File: src/sv/rama_pkg.sv
`default_nettype none
package rama_pkg;

  localparam int OPERAND_WIDTH = 16;
  localparam int MAG_W = 2 * OPERAND_WIDTH + 1;
  localparam int NUM_W = 33;
  localparam int DEN_W = 32;
  localparam int PC_W = 4;

  typedef struct packed {
    logic                            operation;
    logic signed [OPERAND_WIDTH-1:0] a_num;
    logic signed [OPERAND_WIDTH-1:0] a_den;
    logic signed [OPERAND_WIDTH-1:0] b_num;
    logic signed [OPERAND_WIDTH-1:0] b_den;
  } in_t;

  typedef struct packed {
    logic signed [NUM_W-1:0] result_num;
    logic signed [DEN_W-1:0] result_den;
    logic                    zero_divisor;
  } out_t;

  typedef struct packed {
    logic             neg;
    logic [MAG_W-1:0] mag;
  } smag_t;

  typedef enum logic [3:0] {
    OP_NOP,
    OP_MUL_AB,
    OP_MUL_DD,
    OP_MUL_T,
    OP_ADD,
    OP_INIT,
    OP_DIV_XY,
    OP_EUC,
    OP_CAP_G,
    OP_DIV_NG,
    OP_SET_RN,
    OP_DIV_DG,
    OP_SET_RD,
    OP_ZERO,
    OP_OUT
  } op_t;

  typedef enum logic [2:0] {
    C_NEXT,
    C_ALWAYS,
    C_MULOP,
    C_Y_ZERO,
    C_X_ZERO,
    C_DIV_BUSY,
    C_OUT_BUSY
  } cond_t;

  typedef struct packed {
    op_t             op;
    cond_t           cond;
    logic [PC_W-1:0] target;
    logic            last;
  } ctrl_t;

  typedef struct packed {
    logic mulop;
    logic y_zero;
    logic x_zero;
    logic div_done;
    logic out_busy;
  } stat_t;

endpackage
`default_nettype wire

File: src/sv/rational_add_multiply_reduce.sv
// Adds or multiplies two signed fractions and reduces the result by the
// divisor that Euclid's algorithm with truncated remainder yields.
// The input channel (in_valid, in_ready, in_data) takes one item: the
// operation and the four 16-bit operands. The result channel (out_valid,
// out_ready, out_data) returns one item for each input item: the reduced
// numerator, the reduced denominator and the zero divisor flag.
// A microcoded sequencer steps through a 16-word program; the datapath holds
// one 16x16 multiplier, a sign-magnitude adder and a radix-2 divider. The
// Euclid remainder steps share that divider with the two final divisions by
// the common divisor; with both raw parts zero, no division is done. The
// block works on one item at a time; in_ready is high while idle, and the
// next item may be accepted in the cycle after the output register is
// loaded. A finished result is held in the output register until it is
// taken. If the receiver stalls with a result still held, the next item
// waits at its last step. Reset clears the sequencer and the output valid
// flag; no clearing pass is needed.
`default_nettype none
module rational_add_multiply_reduce
  import rama_pkg::*;
(
  input  wire logic clk,
  input  wire logic rst_n,
  input  wire logic in_valid,
  output logic      in_ready,
  input  wire in_t  in_data,
  output logic      out_valid,
  input  wire logic out_ready,
  output out_t      out_data
);

  ctrl_t ctrl;
  stat_t stat;
  logic  idle;
  logic  in_fire;

  assign in_ready = idle;
  assign in_fire  = in_valid && idle;

  rama_seq u_seq (
    .clk   (clk),
    .rst_n (rst_n),
    .start (in_fire),
    .stat  (stat),
    .ctrl  (ctrl),
    .idle  (idle)
  );

  rama_dp u_dp (
    .clk       (clk),
    .rst_n     (rst_n),
    .load      (in_fire),
    .in_item   (in_data),
    .ctrl      (ctrl),
    .stat      (stat),
    .out_valid (out_valid),
    .out_ready (out_ready),
    .out_item  (out_data)
  );

endmodule
`default_nettype wire

File: src/sv/rama_div.sv
`default_nettype none
module rama_div
  import rama_pkg::*;
(
  input  wire logic             clk,
  input  wire logic             rst_n,
  input  wire logic             start,
  input  wire logic [MAG_W-1:0] dividend,
  input  wire logic [MAG_W-1:0] divisor,
  output logic                  done,
  output logic      [MAG_W-1:0] quo,
  output logic      [MAG_W-1:0] rem
);

  localparam int CW = $clog2(MAG_W);

  logic             busy_r;
  logic             done_r;
  logic [CW-1:0]    cnt_r;
  logic [MAG_W-1:0] quo_r;
  logic [MAG_W:0]   rem_r;
  logic [MAG_W-1:0] dvs_r;
  logic [MAG_W:0]   shifted;
  logic             fits;

  assign shifted = {rem_r[MAG_W-1:0], quo_r[MAG_W-1]};
  assign fits    = shifted >= {1'b0, dvs_r};

  always_ff @(posedge clk) begin
    if (!rst_n) begin
      busy_r <= 1'b0;
      done_r <= 1'b0;
    end else if (start) begin
      busy_r <= 1'b1;
      done_r <= 1'b0;
    end else if (busy_r && cnt_r == '0) begin
      busy_r <= 1'b0;
      done_r <= 1'b1;
    end
  end

  always_ff @(posedge clk) begin
    if (start) begin
      cnt_r <= CW'(MAG_W - 1);
      quo_r <= dividend;
      rem_r <= '0;
      dvs_r <= divisor;
    end else if (busy_r) begin
      cnt_r <= cnt_r - 1'b1;
      if (fits) begin
        rem_r <= shifted - {1'b0, dvs_r};
        quo_r <= {quo_r[MAG_W-2:0], 1'b1};
      end else begin
        rem_r <= shifted;
        quo_r <= {quo_r[MAG_W-2:0], 1'b0};
      end
    end
  end

  assign done = done_r;
  assign quo  = quo_r;
  assign rem  = rem_r[MAG_W-1:0];

endmodule
`default_nettype wire

File: src/sv/rama_seq.sv
`default_nettype none
module rama_seq
  import rama_pkg::*;
(
  input  wire logic  clk,
  input  wire logic  rst_n,
  input  wire logic  start,
  input  wire stat_t stat,
  output ctrl_t      ctrl,
  output logic       idle
);

  logic            run_r;
  logic [PC_W-1:0] pc_r;
  ctrl_t           word;
  logic            jump;

  always_comb begin
    unique case (pc_r)
      4'd0:    word = '{OP_MUL_AB, C_NEXT,     4'd0,  1'b0};
      4'd1:    word = '{OP_MUL_DD, C_MULOP,    4'd4,  1'b0};
      4'd2:    word = '{OP_MUL_T,  C_NEXT,     4'd0,  1'b0};
      4'd3:    word = '{OP_ADD,    C_NEXT,     4'd0,  1'b0};
      4'd4:    word = '{OP_INIT,   C_NEXT,     4'd0,  1'b0};
      4'd5:    word = '{OP_NOP,    C_Y_ZERO,   4'd9,  1'b0};
      4'd6:    word = '{OP_DIV_XY, C_NEXT,     4'd0,  1'b0};
      4'd7:    word = '{OP_EUC,    C_DIV_BUSY, 4'd7,  1'b0};
      4'd8:    word = '{OP_NOP,    C_ALWAYS,   4'd5,  1'b0};
      4'd9:    word = '{OP_CAP_G,  C_X_ZERO,   4'd15, 1'b0};
      4'd10:   word = '{OP_DIV_NG, C_NEXT,     4'd0,  1'b0};
      4'd11:   word = '{OP_SET_RN, C_DIV_BUSY, 4'd11, 1'b0};
      4'd12:   word = '{OP_DIV_DG, C_NEXT,     4'd0,  1'b0};
      4'd13:   word = '{OP_SET_RD, C_DIV_BUSY, 4'd13, 1'b0};
      4'd14:   word = '{OP_OUT,    C_OUT_BUSY, 4'd14, 1'b1};
      default: word = '{OP_ZERO,   C_ALWAYS,   4'd14, 1'b0};
    endcase
  end

  always_comb begin
    unique case (word.cond)
      C_NEXT:     jump = 1'b0;
      C_ALWAYS:   jump = 1'b1;
      C_MULOP:    jump = stat.mulop;
      C_Y_ZERO:   jump = stat.y_zero;
      C_X_ZERO:   jump = stat.x_zero;
      C_DIV_BUSY: jump = !stat.div_done;
      C_OUT_BUSY: jump = stat.out_busy;
      default:    jump = 1'b0;
    endcase
  end

  always_ff @(posedge clk) begin
    if (!rst_n) begin
      run_r <= 1'b0;
      pc_r  <= '0;
    end else if (!run_r) begin
      pc_r <= '0;
      if (start) begin
        run_r <= 1'b1;
      end
    end else if (jump) begin
      pc_r <= word.target;
    end else begin
      pc_r <= pc_r + 1'b1;
      if (word.last) begin
        run_r <= 1'b0;
      end
    end
  end

  assign ctrl = run_r ? word : '{OP_NOP, C_NEXT, 4'd0, 1'b0};
  assign idle = !run_r;

endmodule
`default_nettype wire

File: src/sv/rama_dp.sv
`default_nettype none
module rama_dp
  import rama_pkg::*;
(
  input  wire logic  clk,
  input  wire logic  rst_n,
  input  wire logic  load,
  input  wire in_t   in_item,
  input  wire ctrl_t ctrl,
  output stat_t      stat,
  output logic       out_valid,
  input  wire logic  out_ready,
  output out_t       out_item
);

  localparam int OW = OPERAND_WIDTH;

  typedef struct packed {
    logic          neg;
    logic [OW-1:0] mag;
  } opnd_t;

  function automatic opnd_t split(input logic [OW-1:0] raw);
    opnd_t v;
    v.neg = raw[OW-1];
    v.mag = raw[OW-1] ? (~raw + 1'b1) : raw;
    return v;
  endfunction

  function automatic smag_t sm_add(input smag_t x, input smag_t y);
    smag_t r;
    if (x.neg == y.neg) begin
      r.neg = x.neg;
      r.mag = x.mag + y.mag;
    end else if (x.mag >= y.mag) begin
      r.neg = x.neg;
      r.mag = x.mag - y.mag;
    end else begin
      r.neg = y.neg;
      r.mag = y.mag - x.mag;
    end
    r.neg = r.neg && (r.mag != '0);
    return r;
  endfunction

  function automatic logic [MAG_W-1:0] to_bits(input smag_t v);
    return v.neg ? (~v.mag + 1'b1) : v.mag;
  endfunction

  logic  mulop_r;
  opnd_t an_r, ad_r, bn_r, bd_r;
  smag_t n_r, d_r, t_r, x_r, y_r, g_r, rn_r, rd_r;
  logic  err_r;
  logic  out_valid_r;
  out_t  out_r;

  opnd_t            mx, my;
  smag_t            prod;
  logic             div_start;
  logic [MAG_W-1:0] div_a, div_b;
  logic             div_done;
  logic [MAG_W-1:0] div_q, div_r;
  logic             q_neg;
  logic             out_busy;

  always_comb begin
    unique case (ctrl.op)
      OP_MUL_AB: begin
        mx = an_r;
        my = mulop_r ? bn_r : bd_r;
      end
      OP_MUL_DD: begin
        mx = ad_r;
        my = bd_r;
      end
      default: begin
        mx = ad_r;
        my = bn_r;
      end
    endcase
  end

  always_comb begin
    prod.mag = MAG_W'(mx.mag * my.mag);
    prod.neg = (mx.neg != my.neg) && (prod.mag != '0);
  end

  assign div_start = ctrl.op == OP_DIV_XY || ctrl.op == OP_DIV_NG || ctrl.op == OP_DIV_DG;
  assign div_a = (ctrl.op == OP_DIV_XY) ? x_r.mag : ((ctrl.op == OP_DIV_NG) ? n_r.mag : d_r.mag);
  assign div_b = (ctrl.op == OP_DIV_XY) ? y_r.mag : g_r.mag;

  rama_div u_div (
    .clk      (clk),
    .rst_n    (rst_n),
    .start    (div_start),
    .dividend (div_a),
    .divisor  (div_b),
    .done     (div_done),
    .quo      (div_q),
    .rem      (div_r)
  );

  assign out_busy = out_valid_r && !out_ready;
  assign q_neg    = (div_q != '0) && ((ctrl.op == OP_SET_RN ? n_r.neg : d_r.neg) != g_r.neg);

  always_ff @(posedge clk) begin
    if (!rst_n) begin
      out_valid_r <= 1'b0;
    end else begin
      if (out_valid_r && out_ready) begin
        out_valid_r <= 1'b0;
      end
      if (ctrl.op == OP_OUT && !out_busy) begin
        out_valid_r <= 1'b1;
      end
    end
  end

  always_ff @(posedge clk) begin
    if (load) begin
      mulop_r <= in_item.operation;
      an_r    <= split(in_item.a_num);
      ad_r    <= split(in_item.a_den);
      bn_r    <= split(in_item.b_num);
      bd_r    <= split(in_item.b_den);
    end
    unique case (ctrl.op)
      OP_MUL_AB: n_r <= prod;
      OP_MUL_DD: d_r <= prod;
      OP_MUL_T:  t_r <= prod;
      OP_ADD:    n_r <= sm_add(n_r, t_r);
      OP_INIT: begin
        x_r   <= n_r;
        y_r   <= d_r;
        err_r <= 1'b0;
      end
      OP_EUC: begin
        if (div_done) begin
          x_r     <= y_r;
          y_r.mag <= div_r;
          y_r.neg <= x_r.neg && (div_r != '0);
        end
      end
      OP_CAP_G: g_r <= x_r;
      OP_SET_RN: begin
        if (div_done) begin
          rn_r <= '{q_neg, div_q};
        end
      end
      OP_SET_RD: begin
        if (div_done) begin
          rd_r <= '{q_neg, div_q};
        end
      end
      OP_ZERO: begin
        rn_r  <= '0;
        rd_r  <= '0;
        err_r <= 1'b1;
      end
      OP_OUT: begin
        if (!out_busy) begin
          out_r.result_num   <= NUM_W'(to_bits(rn_r));
          out_r.result_den   <= DEN_W'(to_bits(rd_r));
          out_r.zero_divisor <= err_r;
        end
      end
      default: ;
    endcase
  end

  assign stat.mulop    = mulop_r;
  assign stat.y_zero   = y_r.mag == '0;
  assign stat.x_zero   = x_r.mag == '0;
  assign stat.div_done = div_done;
  assign stat.out_busy = out_busy;

  assign out_valid = out_valid_r;
  assign out_item  = out_r;

endmodule
`default_nettype wire

File: config.mk
export PLATFORM = sky130hd
export DESIGN_NAME = rational_add_multiply_reduce
export DESIGN_NICKNAME = d
export VERILOG_FILES = /design/src/sv/rama_pkg.sv /design/src/sv/rational_add_multiply_reduce.sv /design/src/sv/rama_div.sv /design/src/sv/rama_seq.sv /design/src/sv/rama_dp.sv
export SDC_FILE = /design/constraint.sdc
export NUM_CORES = 2
export LEC_CHECK = 0
export BUFFER_PORTS_ARGS = -buffer_cell sky130_fd_sc_hd__buf_2
export CORE_MARGIN = 4
export CORE_UTILIZATION = 50
export DETAILED_ROUTE_END_ITERATION = 6
export HOLD_SLACK_MARGIN = 0.12
export PLACE_DENSITY = 0.66
export SETUP_SLACK_MARGIN = 0.1
export SYNTH_ARGS = -nofsm -noshare
export SYNTH_HDL_FRONTEND = slang
export SYNTH_SLANG_ARGS = --single-unit
File: constraint.sdc
create_clock -name clk -period 15.6 [get_ports clk]
set_clock_uncertainty 0.05 [all_clocks]
set_input_delay 1.56 -clock clk [delete_from_list [all_inputs] [get_ports clk]]
set_output_delay 1.56 -clock clk [all_outputs]
set_load 0.1 [all_outputs]
-- Word level (Yosys, flattened, before mapping)
Memory sizes are Yosys's and may differ from the RTL's. A register that Yosys moved wholly into a read port is not among the register bits.
Cells that the tools add are included.
- $add $sub $neg: 12
- multipliers: 1
- $lt $le $gt $ge: 2
- equal/unequal tests: 26
- multiplexer cells: 41
- bitwise logic cells: 8
- reductions and logical operators: 36
- operators with widths (cell ; count):
    case mux 34 bit (2 select lines) ; 5
    two-way mux 33 bit ; 7
    two-way mux 34 bit ; 6
    nonzero test 33 bit ; 3
    zero test 33 bit ; 2
    adder 16 x 1 -> 16 bit, second input constant ; 4
    inverter 16 bit ; 4
    two-way mux 15 bit ; 4
    >= comparator 34 x 33 -> 1 bit ; 1
    two-way mux 17 bit ; 2
    case mux 17 bit (2 select lines) ; 1
    adder 33 x 1 -> 33 bit, second input constant ; 1
    adder 33 x 32 -> 33 bit ; 1
    >= comparator 33 x 32 -> 1 bit ; 1
    inverter 33 bit ; 1
    subtractor 32 x 33 -> 33 bit ; 1
    subtractor 33 x 32 -> 33 bit ; 1
    subtractor 33 bit ; 1
    adder 32 x 1 -> 32 bit, second input constant ; 1
    multiplier 16 x 16 -> 32 bit ; 1
    two-way mux 32 bit ; 1
    inverter 32 bit ; 1
    nonzero test 32 bit ; 1
    equality test 4 bit, second input constant ; 7
    24 further kinds ; 68
- register bits: 518
- bits in read-only memories: 192
- bits of input ports: 69
- output and inout bits: 68
- word-level logic and storage cells: 169
- memories kept: 1
- memory list (name ; depth ; width ; rd ports ; clocked after Yosys merged registers in ; wr ports ; line ; text):
    (no name shown) ; 16 ; 12 ; 1 ; 1 ; 0 ; rama_seq.sv:19 ; unique case (pc_r)

-- Logic depth before layout (Yosys ltp)
- depth after elaboration: 7
- depth in mapped cells: 33
- gate-level depth less buffers: 29

-- Modules after synthesis
From an unflattened synthesis, not the netlist that was laid out.
- cell total of the unflattened synthesis: 3899
- area, all modules: 39658.0 um2
- by module, submodules not included (module ; instances ; cells an instance ; area each (um2) ; seq. area each (um2)):
    rama_dp ; 1 ; 3228 ; 32751.4 ; 12181.7
    rama_div ; 1 ; 569 ; 5921.9 ; 2802.7
    rama_seq ; 1 ; 101 ; 978.4 ; 340.3
    rational_add_multiply_reduce ; 1 ; 1 ; 6.3 ; 0.0

-- Worst setup path before layout
No wires, ideal clock.
- kind: reg-to-reg
- start: register u_seq.word[8] (netlist name)
- end: register u_dp.n_r[33] (netlist bit) (data pin)
- setup time: 0.262 ns
- arrival time: 8.305 ns
- required time: 15.288 ns
- setup slack: 6.983 ns
- stages on the path, launching flop included: 33
- path buffers: 5
- period minus slack after synthesis: 8.617 ns
- cell sequence: dfxtp_1 -> clkbuf_1 -> nor2b_1 -> nand2b_1 -> clkbuf_1 -> clkbuf_1 -> clkbuf_1 -> mux2i_1 -> nor2_1 -> fa_1 -> inv_1 -> fa_1 -> fa_1 -> inv_1 -> fa_1 -> fa_1 -> inv_1 -> fa_1 -> inv_1 -> ha_1 -> clkbuf_1 -> nand3_1 -> nor4_1 -> nor2_1 -> a211oi_1 -> o22ai_1 -> o31ai_1 -> xnor2_1 -> inv_1 -> nor4_1 -> nor4bb_1 -> a2bb2oi_1 -> nand2_1
- RTL lines (element ; line ; text):
    to (signal assigned) ; rama_dp.sv:128 ; OP_MUL_AB: n_r <= prod;
    to (signal assigned) ; rama_dp.sv:131 ; OP_ADD: n_r <= sm_add(n_r, t_r);
    to (decl) ; rama_dp.sv:52 ; smag_t n_r, d_r, t_r, x_r, y_r, g_r, rn_r, rd_r;

==> summary.md <==
| Metric | Value |
|---|---|
| Post-synth top flop | `edfxtp_1` |
| Avg Vias per Cell | `5.84` |
| Mapped cell area | `about 39000 µm²` |
| Die area | `a little over 80000 µm²` |
| Area grow syn2layout | `10.0%` |
| TNS Setup | `0 ns` |
| WL per Instance | `roughly 23 µm` |
| CP Launch Type | `flip-flop` |
| RePlAce Congestion | `between 1 and 1.5` |
| Post-synth EDFFs | `between 400 and 500` |
| HPWL Detailed | `approximately 88 mm` |
| Clock Latency Late Sink | `around 0.66 ns` |
| Period Utilization, post-route | `between 60% and 70%` |
| Failing checks | `design-rule violations` |
| Register area share after synthesis | `approximately 40%` |
| Hold Path Class | `flip-flop to flip-flop` |
| Max FO, Critical Path | `34` |
| DRT iter0 DRCs | `between 2000 and 3000` |
| Clk pin slew, worst setup/hold paths | `0.07 ns` |
| Max Cap Viol | `0` |
| Top cells by area, synth | `edfxtp_1 (37%), fa_1 (10%), ha_1 (8.0%)` |
| Syn avg cell area | `~10 µm²` |
| Final setup vio count | `0` |
| Global Route Usage Sum | `roughly 27%` |
| Final antenna-violating net count | `0` |
| Grt total ovfl | `0` |
| Vias in the first global route | `approximately 29000` |
| I/O pin cnt | `roughly 140` |
| Post-CTS Setup Repair Bufs | `0` |
| Initial antenna violation count | `0` |
| Clock sink total | `between 500 and 600` |
| Relative slew slack | `around a fifth` |
| Count of cell types in the netlist | `just under 90` |
| RSZ-0062 raised after global routing | `false` |
| Asr flop ratio synth | `0%` |
| Layout cell share with drive strength beyond 1 | `10.6%` |
| Ant diodes | `0` |
| Die Wd | `roughly 290 µm` |
| WS Path Type | `flip-flop to flip-flop` |
| Worst path buffer plus inverter count | `4` |
| Pins Over Slew Limit | `0` |
| NumNets Final | `between 4000 and 5000` |
| FF-to-FF setup slack | `around 5.7 ns` |
| Post-synthesis sequential element count | `between 500 and 600` |
| Status | `finished, violations left` |
| DR pass1 iterations | `7` |
| Commonest cells after routing, fill and taps aside | `edfxtp_1 (471), inv_1 (404), nand2_1 (368)` |
| Clock Tree Root | `clkbuf_16` |
| Highest Clock Rate | `between 100 and 150 MHz` |
| Row count | `between 100 and 150` |
| Critical path's most frequent cell | `fa_1` |
| Worst Path Required | `15.94 ns` |
| Worst slew pin tran | `between 1 and 1.5 ns` |
| First-pass GRT wire length | `between 150 and 200 mm` |
| CP top delay family | `adder cells` |
| Post-synth net total | `about 4400` |
| Via count | `between 20000 and 30000` |
| DRC Markers | `3` |
| CP max-delay cell | `mux2i_1` |
| Largest area contributor in the netlist | `edfxtp_1` |
| Commonest non-fill, non-tap cell in the layout | `edfxtp_1` |
| CORE AREA | `76200 µm²` |
| Starting Density | `50.6%` |
| CTS Buf Count | `58` |
| Post-synthesis cell count | `3851` |
| CTS tree | `yes` |
| CTS Hold Bufs | `0` |
| H-Tree Depth | `2` |
| Yosys top cell area share | `approximately 37%` |
| Post-CTS Resized | `0` |
| Final Hold Vio Count | `0` |
| Largest net degree at the start of global routing | `a little over 80` |
| Routed wire length | `~110 mm` |
| Max Buffers Root-to-Sink | `3` |
| Critical Path AT | `approximately 10 ns` |
| Die Y | `286 µm` |
| Port bufs | `between 100 and 150` |
| Final min period | `9.89 ns` |
| Worst Setup End Kind | `flip-flop` |
| Crit path largest cell delay | `slightly below 1 ns` |
| Ys Warns | `0` |
| Fillers | `approximately 6800` |
-- cells in the mapped netlist, drive strengths merged, types with 9 or more instances --
cell     number
nand2b       36
edfxtp      471
o21bai       17
and4         11
a21boi       11
o2111ai      12
o31ai        56
and3         13
o41ai        16
xor2         47
a22oi        34
a21oi       200
nor4         44
or4          21
mux2i        53
o31a         10
xnor2       153
buf          28
a21o         38
mux2        106
o21a         15
o211ai       14
nand3        44
a211o         9
nand4        34
dfxtp        59
fa          198
o21ai       231
nor4b        11
and2         47
inv         405
nor3         61
a211oi       48
ha          246
a31oi        33
nand2       369
nor2        366
or3          48
a221oi       12
nor2b        19
clkbuf      115
-- stage by stage --
| stage | instances | worst slack (ns) | hold WS [ns] | util [%] | instance area [µm²] |
|---|---|---|---|---|---|
| 2_1_floorplan | 3851 | 6.98 | 0.350 | - | 38600 |
| 3_3_place_gp | 4914 | 5.85 | 0.357 | 53.0 | 40400 |
| 3_5_place_dp | 4914 | 5.69 | 0.363 | 53.0 | 40400 |
| 4_1_cts | 5024 | 5.68 | 0.374 | 55.7 | 42400 |
| 5_1_grt | 5024 | 5.01 | 0.391 | 55.7 | 42400 |
| 6_report | 5024 | 5.71 | 0.369 | 55.7 | 42400 |
-- kinds of logic (layout without fill, tap and decap cells) --
family          count (synthesis)  count (layout)  share of synthesized area (%)
compound gates                817             817                           13.5
xor+xnor                      200             200                           4.54
fa+ha+maj                     444             444                           18.3
buf+inv                       549             692                           5.49
flops                         530             530                           39.7
mux                           159             159                           4.48
simple gates                 1152            1152                           14.0
-- per-layer routing --
layer  routed length [µm]  GRT usage [%]  vias up
met2                55700           47.8     1061
li1                     -              -    13800
met1                46100           35.2    14300
met3                 5990           2.54      233
met5                    0              0        -
met4                 5430           11.6        0
-- sequential cells by signal, summed over array words and instances, names as in the netlist, 4 cells and up --
name	flops
u_dp.y_r	34
u_dp.u_div.rem_r	33
u_dp.u_div.dvs_r	33
u_dp.out_item	66
u_seq.word	12
u_dp.t_r	33
u_dp.g_r	34
u_dp.d_r	33
u_dp.rd_r	33
u_dp.u_div.cnt_r	6
u_dp.n_r	34
u_dp.u_div.quo	33
u_dp.bd_r	17
u_dp.an_r	17
u_dp.rn_r	34
u_dp.x_r	34
u_dp.bn_r	17
u_dp.ad_r	17
u_seq.pc_r	4
-- path summary, 6_finish.rpt --
check                           end                      from  cells past startpoint
max reg2reg  u_dp.n_r[33]$_DFFE_PP_    u_seq.run_r$_SDFF_PN0_                     27
max          u_dp.n_r[33]$_DFFE_PP_    u_seq.run_r$_SDFF_PN0_                     27
min          u_seq.run_r$_SDFF_PN0_  u_seq.word[0]$_SDFF_PN0_                      1
min reg2reg  u_seq.run_r$_SDFF_PN0_  u_seq.word[0]$_SDFF_PN0_                      1
-- cell type report --
class	instances	area [µm²]	share of cell area, %
clock buffer	68	1490	3.51
clock inverter	42	582	1.37
inverter	406	1520	3.59
multi-input combinational	2772	21200	50.1
sequential	530	15300	36.1
tap	1030	1290	3.04
timing repair buffer	176	981	2.31
Power is not shown: default switching activity piles up to over one toggle a cycle in this logic, so the estimate is an artifact.
